<file path="src/rtl/smp_pkg.sv">
`timescale 1ns / 1ps
`default_nettype none
// ----------------------------------------------------------------------------
// Sliding max pool package
// Register codes, register widths and reset values, and fixed sizes shared
// by the pooling block and its channel interfaces.
// ----------------------------------------------------------------------------
package smp_pkg;

    localparam int CFG_W      = 13;
    localparam int REG_IDX_W  = 1;
    localparam int ROW_W      = 12;
    localparam int ROW_LIMIT  = 4096;
    localparam int FIFO_DEPTH = 4;

    localparam logic [CFG_W-1:0] ROW_WIDTH_RST  = 13'd640;
    localparam logic [CFG_W-1:0] FRAME_ROWS_RST = 13'd480;

    typedef enum logic [REG_IDX_W-1:0] {
        REG_ROW_WIDTH  = 1'b0,
        REG_FRAME_ROWS = 1'b1
    } cfg_reg_t;

endpackage
`default_nettype wire

</file>
<file path="src/rtl/smp_ifs.sv">
`timescale 1ns / 1ps
`default_nettype none


interface smp_out_if #(
    parameter int SAMPLE_BITS = 16
);
    logic                          valid;
    logic                          ready;
    logic signed [SAMPLE_BITS-1:0] pooled_max;
    logic                          frame_last;

    modport source (output valid, output pooled_max, output frame_last, input ready);
    modport sink   (input valid, input pooled_max, input frame_last, output ready);
endinterface

`default_nettype wire

</file>
<file path="src/rtl/smp_out_fifo.sv">
`timescale 1ns / 1ps
`default_nettype none
// ----------------------------------------------------------------------------
// Sliding max pool result queue
// Small queue of finished results in front of the output channel, so that
// the pipeline keeps flowing while the consumer stalls.
// ----------------------------------------------------------------------------
module smp_out_fifo #(
    parameter int SAMPLE_BITS = 16
) (
    input  wire logic                                        clk,
    input  wire logic                                        rst_n,
    input  wire logic                                        push,
    input  wire logic signed [SAMPLE_BITS-1:0]               push_max,
    input  wire logic                                        push_last,
    output logic [$clog2(smp_pkg::FIFO_DEPTH+1)-1:0]         count,
    smp_out_if.source                                        pool_out
);
    import smp_pkg::*;

    localparam int PTR_W = $clog2(FIFO_DEPTH);
    localparam int CNT_W = $clog2(FIFO_DEPTH + 1);

    logic signed [SAMPLE_BITS-1:0] max_q [FIFO_DEPTH];
    logic                          last_q [FIFO_DEPTH];
    logic [PTR_W-1:0]              wr_ptr_reg;
    logic [PTR_W-1:0]              rd_ptr_reg;
    logic [CNT_W-1:0]              count_reg;
    logic [CNT_W-1:0]              count_next;
    logic                          pop;

    assign pop = pool_out.valid && pool_out.ready;

    always_comb
    begin
        count_next = count_reg;
        if (push && !pop)
        begin
            count_next = count_reg + CNT_W'(1);
        end
        else if (pop && !push)
        begin
            count_next = count_reg - CNT_W'(1);
        end
    end

    always_ff @(posedge clk)
    begin
        if (push)
        begin
            max_q[wr_ptr_reg]  <= push_max;
            last_q[wr_ptr_reg] <= push_last;
        end
    end

    always_ff @(posedge clk or negedge rst_n)
    begin
        if (!rst_n)
        begin
            wr_ptr_reg <= '0;
            rd_ptr_reg <= '0;
            count_reg  <= '0;
        end
        else
        begin
            if (push)
            begin
                wr_ptr_reg <= wr_ptr_reg + PTR_W'(1);
            end
            if (pop)
            begin
                rd_ptr_reg <= rd_ptr_reg + PTR_W'(1);
            end
            count_reg <= count_next;
        end
    end

    assign count               = count_reg;
    assign pool_out.valid      = (count_reg != '0);
    assign pool_out.pooled_max = max_q[rd_ptr_reg];
    assign pool_out.frame_last = last_q[rd_ptr_reg];

    ap_no_overflow: assert property (@(posedge clk) disable iff (!rst_n)
        push |-> (count_reg < CNT_W'(FIFO_DEPTH)) || pop)
        else $error("result queue overflow");

    ap_no_underflow: assert property (@(posedge clk) disable iff (!rst_n)
        pop |-> count_reg != '0)
        else $error("result queue underflow");

    ap_count_step: assert property (@(posedge clk) disable iff (!rst_n)
        (push && !pop) |=> count_reg == $past(count_reg) + CNT_W'(1))
        else $error("result queue count did not follow a push");

endmodule
`default_nettype wire

</file>
<file path="src/flat_wrapper.sv">
// flat-port wrapper written by rule: the top's interface ports become plain ports
module smp_out_fifo_flat import smp_pkg::*;
#(
    parameter int SAMPLE_BITS = 16
)
  (clk, rst_n, push, push_max, push_last, count, pool_out_valid, pool_out_pooled_max, pool_out_frame_last, pool_out_ready);
  smp_out_if #(.SAMPLE_BITS(SAMPLE_BITS)) pool_out_i ();
  input  wire logic clk;
  input  wire logic rst_n;
  input  wire logic push;
  input  wire logic signed [SAMPLE_BITS-1:0] push_max;
  input  wire logic push_last;
  output logic [$clog2(smp_pkg::FIFO_DEPTH+1)-1:0] count;
  output wire logic [$bits(pool_out_i.valid)-1:0] pool_out_valid;
  output wire logic [$bits(pool_out_i.pooled_max)-1:0] pool_out_pooled_max;
  output wire logic [$bits(pool_out_i.frame_last)-1:0] pool_out_frame_last;
  input wire logic [$bits(pool_out_i.ready)-1:0] pool_out_ready;
  assign pool_out_valid = pool_out_i.valid;
  assign pool_out_pooled_max = pool_out_i.pooled_max;
  assign pool_out_frame_last = pool_out_i.frame_last;
  assign pool_out_i.ready = pool_out_ready;
  smp_out_fifo #(.SAMPLE_BITS(SAMPLE_BITS)) u_core (.clk(clk), .rst_n(rst_n), .push(push), .push_max(push_max), .push_last(push_last), .count(count), .pool_out(pool_out_i));
endmodule
</file>
<file path="config.mk">
export PLATFORM = sky130hd
export DESIGN_NAME = smp_out_fifo_flat
export DESIGN_NICKNAME = d
export VERILOG_FILES = /design/src/rtl/smp_pkg.sv /design/src/rtl/smp_ifs.sv /design/src/rtl/smp_out_fifo.sv /design/src/flat_wrapper.sv
export SDC_FILE = /design/constraint.sdc
export NUM_CORES = 1
export LEC_CHECK = 0
export ABC_AREA = 1
export BUFFER_PORTS_ARGS = -buffer_cell sky130_fd_sc_hd__buf_2
export CAP_MARGIN = 20
export CORE_MARGIN = 2
export CORE_UTILIZATION = 50
export DETAILED_ROUTE_END_ITERATION = 6
export PLACE_DENSITY = 0.67
export RECOVER_POWER = 25
export SYNTH_ARGS = -nofsm -noshare
export SYNTH_HDL_FRONTEND = slang
export SYNTH_SLANG_ARGS = --single-unit
</file>
<file path="constraint.sdc">
create_clock -name clk -period 2.1 [get_ports clk]
set_clock_uncertainty 0.15 [all_clocks]
set_input_delay 0.63 -clock clk [delete_from_list [all_inputs] [get_ports clk]]
set_output_delay 0.63 -clock clk [all_outputs]
set_load 0.005 [all_outputs]
</file>
==> run_results.csv <==
group,metric,value,unit
sta,finalHoldViolations,0,
power_and_ir_drop,vdd_drop_max,0.689,mV
clocking,cts_tree,"done",
layout,drive_above_1_share,22.9,%
drt,drtAntennaViolNets,0,
logic_synthesis,syn_nets,279,
power_and_ir_drop,netSwitchingPower,1.75,mW
min_path,worstHoldPathType,"in2reg",
clocking,cts.sinks,75,
sta,setup_violations,17,
power_and_ir_drop,p_comb_share,35.9,%
layout,fin_util,62.6,%
drt,routed_via_density,4.93,
logic_synthesis,synthCells,252,
worst_setup_path,reg2reg_slack,0.20,ns
logic_synthesis,seq_area_frac_synth,70.0,%
worst_setup_path,worst_r2r_endpoint,"u_core.count[2]",
clocking,htreeDepth,3,
logic_synthesis,syn_avg_cell_area,12.6,sq um
grt,globalRouteOverflowTotal,0,
min_path,holdPathEnd,"u_core.max_q[0][12]",
logic_synthesis,synth_fa_ha_area_share,2.61,%
logic_synthesis,synth_warnings,0,
clocking,cts_buffer_depth,2,
flow_run,drv_cap,0,
drt,met3WireLength,197,um
drt,drt_wl_total,5620,um
grt,antenna_found_initial,0,
worst_setup_path,crit_fanout,25,
logic_synthesis,synth_cell_types,20,
min_path,min_path_cells,1,
placement,port_buffers,41,
logic_synthesis,synth_compound_area_share,8.54,%
sta,fin_crit_sh,108,%
logic_synthesis,synth_top_area_share,64.5,%
min_path,min_from,"push_max[12]",
outcome,status,"finished with violations",
clocking,cts_root_buf,"clkbuf_8",
placement,place_ws,0.0794,ns
drt,wl_per_cell,14.4,um
logic_synthesis,synth_top_family_by_area,"simple AND/OR/NAND/NOR gates",
power_and_ir_drop,intPower,3.44,mW
layout,fillCellCount,476,
sta,holdWs,0.345,ns
layout,antenna_cells,0,
worst_setup_path,startpoint_type,"register",
worst_setup_path,arrival,1.48,ns
grt,grt_max_degree,27,
floorplanning,chipWidth,83.6,um
floorplanning,coreArea,6030,sq um
drt,drt-initial-drc-count,123,
power_and_ir_drop,clkPwrFrac,23.6,%
grt,grt_pass1_vias,1976,
drt,routed-wl-met2,2790,um
placement,gp_congestion,0.715,
layout,syn2layout_area_growth,19.1,%
layout,largest_reg_flops,64,
power_and_ir_drop,p_seq_share,40.5,%
drt,via_count,1923,
sta,min_period,2.26,ns
layout,nets,337,
floorplanning,ioPinCount,42,
logic_synthesis,yosys.area_share.simple,9.41,%
logic_synthesis,yosysTopAreaCell,"edfxtp_1",
worst_setup_path,critPathCaptureType,"output port",
sta,drv_slew,0,
drt,wl_met1,2520,um
power_and_ir_drop,swShare,33.7,%
floorplanning,start_util,52.5,%
power_and_ir_drop,total_power,5.19,mW
logic_synthesis,ys_ff_latch,75,
clocking,cts_buffers,9,
worst_setup_path,required,1.32,ns
grt,grt_use_total,17.4,%
clocking,path_clk_slew,0.09,ns
logic_synthesis,synth_xor_area_share,0.553,%
placement,dp_hpwl,3330,um
drt,top_layer,"met4",
sta,fmax,443,MHz
floorplanning,dieHeight,83.6,um
logic_synthesis,ys_top_cells_by_area,"edfxtp_1 65%, nand2_1 8.4%, o211ai_1 7.6%, dfrtp_1 5.5%, inv_1 5.2%",
sta,tightest_slew,0.233,ns
floorplanning,die_area,6980,sq um
power_and_ir_drop,power-per-cell-area,1380,nW/um^2
worst_setup_path,setup.worst_path.class,"reg2out",
sta,rsz0062_at_grt,"yes",
floorplanning,rows,28,
clocking,clock_latency,0.35,ns
worst_setup_path,worstRegToRegCells,10,
logic_synthesis,syn_area,3170,sq um
power_and_ir_drop,leakagePower,1.62,nW
sta,timing.final.ws_setup,-0.158,ns
drt,dr.pass1.iters,6,
worst_setup_path,r2r-start,"u_core.count[0]",
outcome,violations,"negative setup slack",
logic_synthesis,synthMuxAreaShare,0,%
drt,drc,0,
sta,max_slew_margin,84.5,%
grt,grt_pass1_wl,9310,um
-- layer usage --
metal | up-vias | GRT usage, %
li1 | 968 | -
met1 | 911 | 21.4
met2 | 35 | 28.3
met3 | 9 | 4.35
met4 | 0 | 9.09
met5 | - | 0
-- power groups by stage --
stage / Clock (mW) / Sequential [mW] / Combinational, mW
after floorplan: 0 / 2.10 / 1.15
final: 1.23 / 2.10 / 1.86
after global placement: 0 / 2.11 / 1.65
after global routing: 1.32 / 2.13 / 2.10
after detailed placement: 0 / 2.12 / 1.68
after CTS: 1.24 / 2.09 / 1.81
-- final cells by class --
cell class / instances / area, sq um / area share (%)
inverter: 46 / 180 / 4.78
timing repair buffer: 58 / 377 / 9.99
tap: 75 / 93.8 / 2.49
multi-input combinational: 120 / 676 / 17.9
sequential: 75 / 2220 / 58.8
clock buffer: 9 / 124 / 3.29
clock inverter: 7 / 101 / 2.69
-- critical path, stage by stage (launching register included) --
cell and delay, ns:
dfrtp_1 0.41, clkinv_4 0.12, buf_16 0.18, o211ai_1 0.18, nand2_1 0.09, buf_2 0.13
-- stage by stage --
step,std cells,TNS [ns],cell area [sq um]
6_report,390,-2.05,3770
5_1_grt,390,-3.56,3770
4_1_cts,388,-2.50,3740
3_5_place_dp,369,0,3460
3_3_place_gp,369,0,3460
2_1_floorplan,252,0,3170
-- worst max-delay path by stage --
| stage | start | endpoint | slack (ns) | cells past startpoint |
|---|---|---|---|---|
| 4_1_cts | u_core.rd_ptr_reg[0] | pool_out_pooled_max[13] | -0.17 | 6 |
| 5_1_grt | u_core.rd_ptr_reg[0] | pool_out_pooled_max[6] | -0.26 | 5 |
| 3_3_place_gp | pool_out_ready | u_core.count[2] | 0.14 | 9 |
| 3_5_place_dp | pool_out_ready | u_core.count[2] | 0.08 | 9 |
| 2_1_floorplan | u_core.count[0] | u_core.count[2] | 0.27 | 10 |
| 6_report | u_core.rd_ptr_reg[0] | pool_out_pooled_max[13] | -0.16 | 5 |
-- cells in the final DEF (no fill, tap or decap), drive strengths merged, types with 2 or more instances in the layout --
master and instances:
clkbuf 20, edfxtp 68, clkinvlp 2, ha 5, nand3 3, nand2 72, clkinv 3, inv 46
buf 46, dfrtp 7, bufinv 2, o211ai 34
-- what timing repair did --
action | in CTS | in global routing
pin swaps | 1 | 1
cloned | 1 | 1
endpoints found under the setup margin | 17 | 18
hold buffers | 1 | 0
endpoints found under the hold margin | 7 | 0
buffers inserted | 1 | 1
resized for setup | 3 | 7
-- cell usage after synthesis (all sizes together) --
| cell type | n |
|---|---|
| buf | 10 |
| o211ai | 34 |
| xnor2 | 1 |
| inv | 46 |
| nand3 | 3 |
| o21ai | 1 |
| xor2 | 1 |
| fa | 1 |
| dfrtp | 7 |
| clkbuf | 1 |
| edfxtp | 68 |
| nand4 | 1 |
| ha | 5 |
| nor2 | 1 |
| nand2 | 72 |
-- logic make-up (layout without fill, tap and decap cells) --
kind of cell,Yosys count,count (layout)
simple gates,77,77
flops,75,75
buf+inv,57,120
compound gates,35,35
fa+ha+maj,6,6
xor+xnor,2,2
No activity file was read; power rests on OpenSTA's default activity.
