### src/rtl/smp_cell.sv
`timescale 1ns / 1ps
`default_nettype none
// ----------------------------------------------------------------------------
// Sliding max pool window cell
// Holds the maximum of one window column, passes it to the next cell on each
// item and merges it into the running window maximum along the chain.
// ----------------------------------------------------------------------------
module smp_cell #(
    parameter int SAMPLE_BITS = 16
) (
    input  wire logic                          clk,
    input  wire logic                          rst_n,
    input  wire logic                          shift,
    input  wire logic signed [SAMPLE_BITS-1:0] col_in,
    input  wire logic signed [SAMPLE_BITS-1:0] acc_in,
    output logic signed      [SAMPLE_BITS-1:0] col_out,
    output logic signed      [SAMPLE_BITS-1:0] acc_out
);

    logic signed [SAMPLE_BITS-1:0] col_reg;

    always_ff @(posedge clk or negedge rst_n)
    begin
        if (!rst_n)
        begin
            col_reg <= '0;
        end
        else if (shift)
        begin
            col_reg <= col_in;
        end
    end

    assign col_out = col_reg;
    assign acc_out = (col_reg > acc_in) ? col_reg : acc_in;

endmodule
`default_nettype wire

### config.mk
export PLATFORM = sky130hd
export DESIGN_NAME = smp_cell
export DESIGN_NICKNAME = d
export VERILOG_FILES = /design/src/rtl/smp_cell.sv
export SDC_FILE = /design/constraint.sdc
export NUM_CORES = 1
export LEC_CHECK = 0
export ABC_AREA = 1
export BUFFER_PORTS_ARGS = -buffer_cell sky130_fd_sc_hd__buf_4
export CAP_MARGIN = 20
export CELL_PAD_IN_SITES_DETAIL_PLACEMENT = 0
export CELL_PAD_IN_SITES_GLOBAL_PLACEMENT = 1
export CORE_ASPECT_RATIO = 0.7
export CORE_MARGIN = 5
export CORE_UTILIZATION = 35
export DETAILED_ROUTE_END_ITERATION = 8
export HOLD_SLACK_MARGIN = 0.03
export PLACE_DENSITY_LB_ADDON = 0.05
export RECOVER_POWER = 50
export SLEW_MARGIN = 0
export SYNTH_ARGS = -nofsm -noshare
export SYNTH_HDL_FRONTEND = slang
export SYNTH_SLANG_ARGS = --single-unit
### constraint.sdc
create_clock -name clk -period 3.88 [get_ports clk]
set_clock_uncertainty 0.1 [all_clocks]
set_input_delay 0.194 -clock clk [delete_from_list [all_inputs] [get_ports clk]]
set_output_delay 0.194 -clock clk [all_outputs]
set_load 0.01 [all_outputs]
==> results.txt, run 1 <==
The flow ran to the end, and the final reports show no timing, DRC or antenna violations. The worst setup path is captured at an output pin. The boundary pin count came out at 67.

The async set or reset register ratio after synthesis is 1.000. The number of global-route vias before repair was 1301. The sum of routed wire length over all layers came out at 3834 um. The required time of the critical path is 3.59 ns. Walking the worst path, the cells encountered are ha_1 -> nand4_1 -> nor2_2 -> nand4_2 -> nand3_4 -> nand2_1 -> nand2_1 -> buf_4.

The number of flip-flops under the largest register name came out at 16. Of the synthesized area, sequential elements account for 0.2893. The post-synth design cell area came out at 0.001384 mm2.

Counting stages on the worst path, the most repeated cell is nand2_1. The initial antenna violation count came out at 0. For this run, the leading register cell type out of synthesis is dfrtp_1. Entering global routing, the biggest net connects 18 pins. The die is 62.61 um tall. The stage delay of the slowest cell on the critical path is 0.45 ns. The launching element type of the critical path is a register. The number of nets produced by synthesis is 216. The die covers 0.005332 mm2. The worst hold path stage count came out at 3.

The area of the placeable core came out at 0.003875 mm2. The total grt overflow came out at 0. The placed cell count is 277. Once routing completed, OpenROAD measured the worst setup slack at 1.060 ns. The post-layout minimum cycle time is 2.820 ns.

The number of remaining DRC errors is 0. STA puts the critical path data arrival time at 2.53 ns. The clock sink count is 16. For this configuration, the core starts out at a cell density of 0.3571. The initial DRC count came out at 46.

Sorting the synthesized cells by area gives the leading types as dfrtp_1 (29%), ha_1 (14%), mux2_2 (12%), nand2_1 (10%), nand4_1 (7.7%). The total setup violations reported at the end of the flow came out at 0. The number of flip-flops and latches in the synthesized netlist came out at 16. The total of warnings raised by yosys came out at 0. The most frequent cell after synthesis is nand2_1. The number of standard cells after synthesis came out at 165.

The placed wire-length estimate after detailed placement is 2938 um. Clock tree synthesis inserted a total of 3 buffers. Once the clock tree was built, the resizer swapped 0 gates to a different size. The measured slew at the worst slew-check pin is 0.9102 ns. The layout filler cell count is 396. The number of pins exceeding their max-slew limit in the final report is 0. The net count of the finished layout is 282. The multi-input gate area in the final layout is 843.3 um2. The worst-case IR drop observed on VDD is 0.0001626 V. The synthesized design contains 0 enable-type register cells. The repair_antennas step left the layout with diodes totalling 0. The mean cell area of the mapped netlist came out at 8.387 um2.

The depth of the CTS H-tree is 1. The number of setup buffers added after CTS is 0. In this run the horizontal extent of the chip is 85.16 um.

The number of rows created at floorplan came out at 19. The count of final hold-check violations is 0. The synthesis-to-layout area growth came out at 41.86%. The remaining antenna violation count after routing came out at 0. The routability congestion estimate from global placement is 0.6980. The class of the most critical setup path is reg2out. The number of hold buffers added after CTS was 1. The via-per-instance ratio came out at 4.716. The clock latency of the later-clocked register in the worst-skew pair came out at 0.25 ns. The final total negative setup slack is 0 ns. The worst hold path belongs to the class in2reg. Counting instances in the post-synthesis netlist gives the leading cell types as nand2_1 (37), inv_1 (24), nand4_1 (17), dfrtp_1 (16), ha_1 (16). The static leakage is 1.087 nW. The TritonCTS clock tree is yes. The number of buffers inserted by port buffering came out at 66. The sequential cell area in the final layout is 400.4 um2. The placement-stage worst setup slack came out at 1.340 ns. The worst slack on hold paths came out at 0.04643 ns.

The number of buffers between clock root and the deepest sink came out at 2. The master cell of the clock root buffer is clkbuf_8. The largest total area in the synthesized netlist belongs to dfrtp_1. The critical path's slowest cell is nand3_4.

The number of detailed-routing iterations run before antenna repair came out at 4. The top cell type's share of synthesized area came out at 0.2893. Setup repair after global routing left no endpoint under its margin. The final clock period utilization by the worst path is 0.7269. After detailed routing, the average wire length per cell comes to 13.60 um. The global routing usage summed across all routing layers is 0.1459. Timing would allow up to 354.6 MHz. The routed via count is 1330. Across the run, the number of max-cap violations was 0.

The count of different cell masters after synthesis came out at 23. The global-route wire length before repair is 6375 um. The cell depth of the worst flop-to-flop path came out at 1. Along the worst path, the maximum fanout reaches 17. In this run the power density over the cells is 345.3 mW/mm2. The clock-pin slew reported for the worst setup and hold paths after clock tree synthesis is 0.07 ns.

The fraction of layout cells with a size suffix above 1 came out at 0.4696. Excluding fillers, the count of instances in the completed layout stands at 282. Measured against its own limit, the worst slew margin works out to 0.3932.
-- through the flow --
step | area, um2 | total power [W] | utilization
after global routing | 1963 | 0.0007323 | 0.5066
after detailed placement | 1902 | 0.0005302 | 0.4908
after global placement | 1902 | 0.0005263 | 0.4908
final | 1963 | 0.0006779 | 0.5066
after CTS | 1967 | 0.0006956 | 0.5076
after floorplan | 1384 | 0.0003890 | -
-- logic make-up after synthesis --
kind of cell / share of synthesized area
adders and majority gates: 0.1447
buffers and inverters: 0.1013
DFF: 0.2893
and+or+nand+nor: 0.3128
muxes: 0.1221
AOI/OAI and AO/OA: 0.02983
-- path summary, 6_finish.rpt --
| kind | slack, ns | to | startpoint |
|---|---|---|---|
| min in group asynchronous | 0.48 | col_out[13] | rst_n |
| max | 1.06 | acc_out[3] | col_out[15] |
| max in group asynchronous | 2.64 | col_out[2] | rst_n |
| min | 0.05 | col_out[0] | col_in[0] |
| max reg2reg | 2.95 | col_out[3] | col_out[3] |
| min reg2reg | 0.48 | col_out[5] | col_out[5] |
-- critical path, delay by kind of cell (launching register included) --
family	cells	cell delay [ns]
simple gates	6	1.38
fa+ha+maj	1	0.34
buf+inv	1	0.12
flops	1	0.43
-- cell usage in the layout (no fill, tap or decap) --
| cell type | Yosys | layout |
|---|---|---|
| nand3_1 | 3 | 3 |
| dfrtp_1 | 16 | 16 |
| nand4_1 | 17 | 17 |
| inv_2 | 2 | 2 |
| buf_4 | 0 | 65 |
| clkbuf_1 | 2 | 1 |
| o21ai_0 | 1 | 1 |
| o21ai_1 | 1 | 1 |
| nor2_1 | 1 | 1 |
| inv_1 | 24 | 24 |
| a21oi_2 | 1 | 1 |
| nand2_4 | 1 | 1 |
| clkbuf_8 | 0 | 4 |
| nand2_2 | 13 | 13 |
| nand4_2 | 1 | 1 |
| nand2_1 | 37 | 37 |
| nand3_4 | 2 | 2 |
| ha_1 | 16 | 16 |
| dlygate4sd3_1 | 0 | 1 |
| o21bai_1 | 1 | 1 |
| mux2_2 | 15 | 15 |
| nor3_2 | 1 | 1 |
| a21oi_1 | 3 | 3 |
| nor2_2 | 3 | 3 |
-- per-layer routing --
layer / GRT usage / share of wire
met1: 0.1948 / 0.45
met4: 0.01779 / 0
met5: 0 / 0
met3: 0.04480 / 0.068
met2: 0.2374 / 0.48
-- power breakdown --
group / switching (W) / internal, W
combinational: 0.000165 / 0.000156
sequential: 0.0000191 / 0.000183
clock: 0.0000642 / 0.0000902
-- area by class of cell --
class | count | area share
clock buffer | 4 | 0.02804
inverter | 26 | 0.04971
multi-input combinational | 117 | 0.4296
sequential | 16 | 0.2040
tap | 52 | 0.03314
timing repair buffer | 67 | 0.2556
Power figures use the tool's default switching activity.
==> run 2, diff against run 1 <==
--- a/config.mk
+++ b/config.mk
@@ -12,7 +12,7 @@
 export CELL_PAD_IN_SITES_GLOBAL_PLACEMENT = 1
 export CORE_ASPECT_RATIO = 0.7
 export CORE_MARGIN = 5
-export CORE_UTILIZATION = 35
+export CORE_UTILIZATION = 32
 export DETAILED_ROUTE_END_ITERATION = 8
 export HOLD_SLACK_MARGIN = 0.03
 export PLACE_DENSITY_LB_ADDON = 0.05
==> constraint.sdc (replaced) <==
create_clock -name clk -period 2.6 [get_ports clk]
set_clock_uncertainty 0.1 [all_clocks]
set_input_delay 0.13 -clock clk [delete_from_list [all_inputs] [get_ports clk]]
set_output_delay 0.13 -clock clk [all_outputs]
set_load 0.01 [all_outputs]
==> run 2 against run 1 <==
Power increased by 59%. Utilization up 1.8 points. Die area up 8.1%. Register-to-register slack lost 1.4 ns. Sequential share of layout area decreased by 2.5 points. Flip-flop and latch count did not move. Critical path type unchanged. Critical endpoint is now acc_out[6]. Highest routed layer is now met4.
==> results.txt, run 2 (synthesis gave the netlist of run 1 again) <==
The critical path's slowest cell is dfrtp_1. The cell depth of the worst flop-to-flop path is 2. For flop-to-flop paths, the worst setup slack is 1.55 ns. In this design, the stage delay of the slowest critical-path cell is 0.42 ns. The area of the placeable core is 0.004254 mm2. The highest achievable clock rate is 415.2 MHz. The total grt overflow is 0.

Across the run, the number of max-cap violations was 0. Setup repair after global routing left no endpoint under its margin. The number of buffers between clock root and the deepest sink is 2. The via-per-instance ratio is 4.600. The clock drives 16 sinks. The flow ran to the end, and the final reports show no timing, DRC or antenna violations. The global routing usage summed across all routing layers came out at 0.1498. Counting instances, the worst hold path has a depth of 3. The sum of routed wire length over all layers is 4199 um. The floorplan die width is 88.60 um. Measured along the y axis, the die boundary spans 65.02 um. The clock latency of the later-clocked register in the worst-skew pair is 0.25 ns. The number of buffers inserted by port buffering came out at 66. The number of global-route vias before repair came out at 1392. The number of pins exceeding their max-slew limit in the final report came to 0. The die area is 0.005761 mm2. The initial antenna violation count is 0.

Leaving out fill and tap cells, the most frequent cells in the layout are buf_4 (57), nand2_1 (36), inv_1 (24). The clock-pin slew reported for the worst setup and hold paths after clock tree synthesis came out at 0.06 ns. The worst pin sits at a relative slew slack of 0.3467.

The number of remaining DRC errors came out at 0. The number of antenna cells inserted came out at 0. In this run the number of H-tree levels came out at 1.

The total setup violations reported at the end of the flow came out at 0. The initial core utilization is 0.3253. The worst register-to-register path begins at col_out[5]. Once placement finished, the instance area stood at 0.001913 mm2. The routability congestion estimate from global placement came out at 0.7839. The post-route cell area came out at 0.002232 mm2. The worst slack on hold paths came out at 0.1764 ns. Dividing the detail-routed wire length by the instance count gives 13.55 um. The first TritonRoute pass finished after 4 iterations. The required time of the critical path came out at 2.37 ns.

For hold timing, the worst endpoint is col_out[0]. For this block, the initial DRC count from the detailed router was 57. The total chip power is 0.001081 W. The first global-routing pass estimated 6713 um of wire. Data arrives at the worst endpoint at 2.18 ns. The share of the core filled with cells is 0.5247. The library cell used most frequently in the layout, excluding fill and tap cells, is buf_4. The number of flip-flops under the largest register name is 16. Of the available clock period, the critical path in the final layout requires 0.9264. The count of final hold-check violations is 0. The static leakage came out at 1.190 nW.

The measured slew at the worst slew-check pin came out at 0.9800 ns. Walking the worst path, the cells encountered are ha_1 -> nand2_1 -> inv_2 -> nand2_1 -> a21oi_1 -> nor2_2 -> nand2_4 -> nand2_8 -> nand3_4 -> buf_4 -> nand2_2 -> nand2_1 -> buf_4. The final route contains 1426 vias.

The boundary pin count came out at 67. The placed wire-length estimate after detailed placement is 3077 um. TritonCTS built the clock tree. The peak supply drop came out at 0.0002007 V. The layout filler cell count came out at 401.

In the final layout, the share of cells above drive strength 1 is 0.4627. The critical path in this run is classified as reg2out. The worst setup path is launched from a register. The synthesis-to-layout area growth is 61.30%. The reg-to-reg critical path endpoint is col_out[5]. Counting stages on the worst path, the most repeated cell is nand2_1. The net count of the finished layout came out at 307. The largest net degree at the start of global routing is 18. The worst setup path is captured at an output pin. Counting the buffers created by CTS gives 3. The remaining antenna violation count after routing is 0. Subtracting the final worst setup slack from the clock period gives 2.409 ns. The initialized floorplan defines 20 standard-cell rows.

The maximum net fanout on the critical path is 4. The worst min-delay path class is in2reg. The cell sitting at the root of the clock tree is a clkbuf_8. Power spread over the standard cell area amounts to 484.4 mW/mm2. The final total negative setup slack is 0 ns. The worst hold path begins at shift.
## run 2: cell types whose count changed in the layout (fill, tap and decap cells not counted), sizes merged
cell | previous run | this run
clkbuf | 5 | 21
dlygate4sd3 | 1 | 17
buf | 65 | 58
## run 2: area by class of cell
| cell class | count | area, um2 | share of cell area |
|---|---|---|---|
| clock buffers | 4 | 55.05 | 0.02466 |
| inverters | 26 | 97.59 | 0.04372 |
| multi-input cells | 117 | 872.1 | 0.3907 |
| flip-flops and latches | 16 | 400.4 | 0.1794 |
| well taps | 55 | 68.82 | 0.03083 |
| repair buffers | 92 | 738.2 | 0.3307 |
## run 2: how the worst max path moves through the flow
| stage | end | depth (start not counted) | start | slack (ns) |
|---|---|---|---|---|
| after floorplan | acc_out[10] | 12 | col_out[7] | 0.68 |
| after global placement | acc_out[4] | 12 | col_out[7] | 0.33 |
| after detailed placement | acc_out[3] | 12 | col_out[7] | 0.28 |
| after CTS | acc_out[6] | 13 | col_out[7] | 0.08 |
| after global routing | acc_out[7] | 13 | col_out[11] | 0.03 |
| final | acc_out[6] | 13 | col_out[11] | 0.19 |
## run 2: power by group
part	internal (W)	leakage, nW	switching [W]
clock	0.000134	0.0288	0.0000927
combinational	0.000285	0.974	0.000267
sequential	0.000274	0.188	0.0000286
## run 2: metrics by stage
| step | setup WS [ns] | std cells |
|---|---|---|
| floorplan | 0.6825 | 165 |
| global placement | 0.3258 | 281 |
| detailed placement | 0.2834 | 281 |
| CTS | 0.08236 | 304 |
| global route | 0.03327 | 310 |
| finish | 0.1913 | 310 |
## run 2: worst max-delay path, delay by kind of cell, from the launching register on
family	cells	cell delay [ns]
AND/OR/NAND/NOR	8	0.76
flip-flops	1	0.42
AO/OA/AOI/OAI	1	0.07
adder cells (fa/ha/maj)	1	0.31
buffers and inverters	3	0.35
## run 2: repair_timing
action / 4_1_cts / 5_1_grt
setup buffers: 2 / 6
gates resized for setup: 0 / 4
hold endpoints to repair: 32 / 0
hold buffers: 17 / 0
pin swaps: 1 / 3
setup endpoints to repair: 11 / 16
## run 2: routing by layer
metal,share of wire,up-vias,track usage
li1,-,727,-
met4,0.0067,0,0.01132
met3,0.062,2,0.03558
met1,0.45,655,0.2014
met5,0,-,0
met2,0.48,42,0.2537
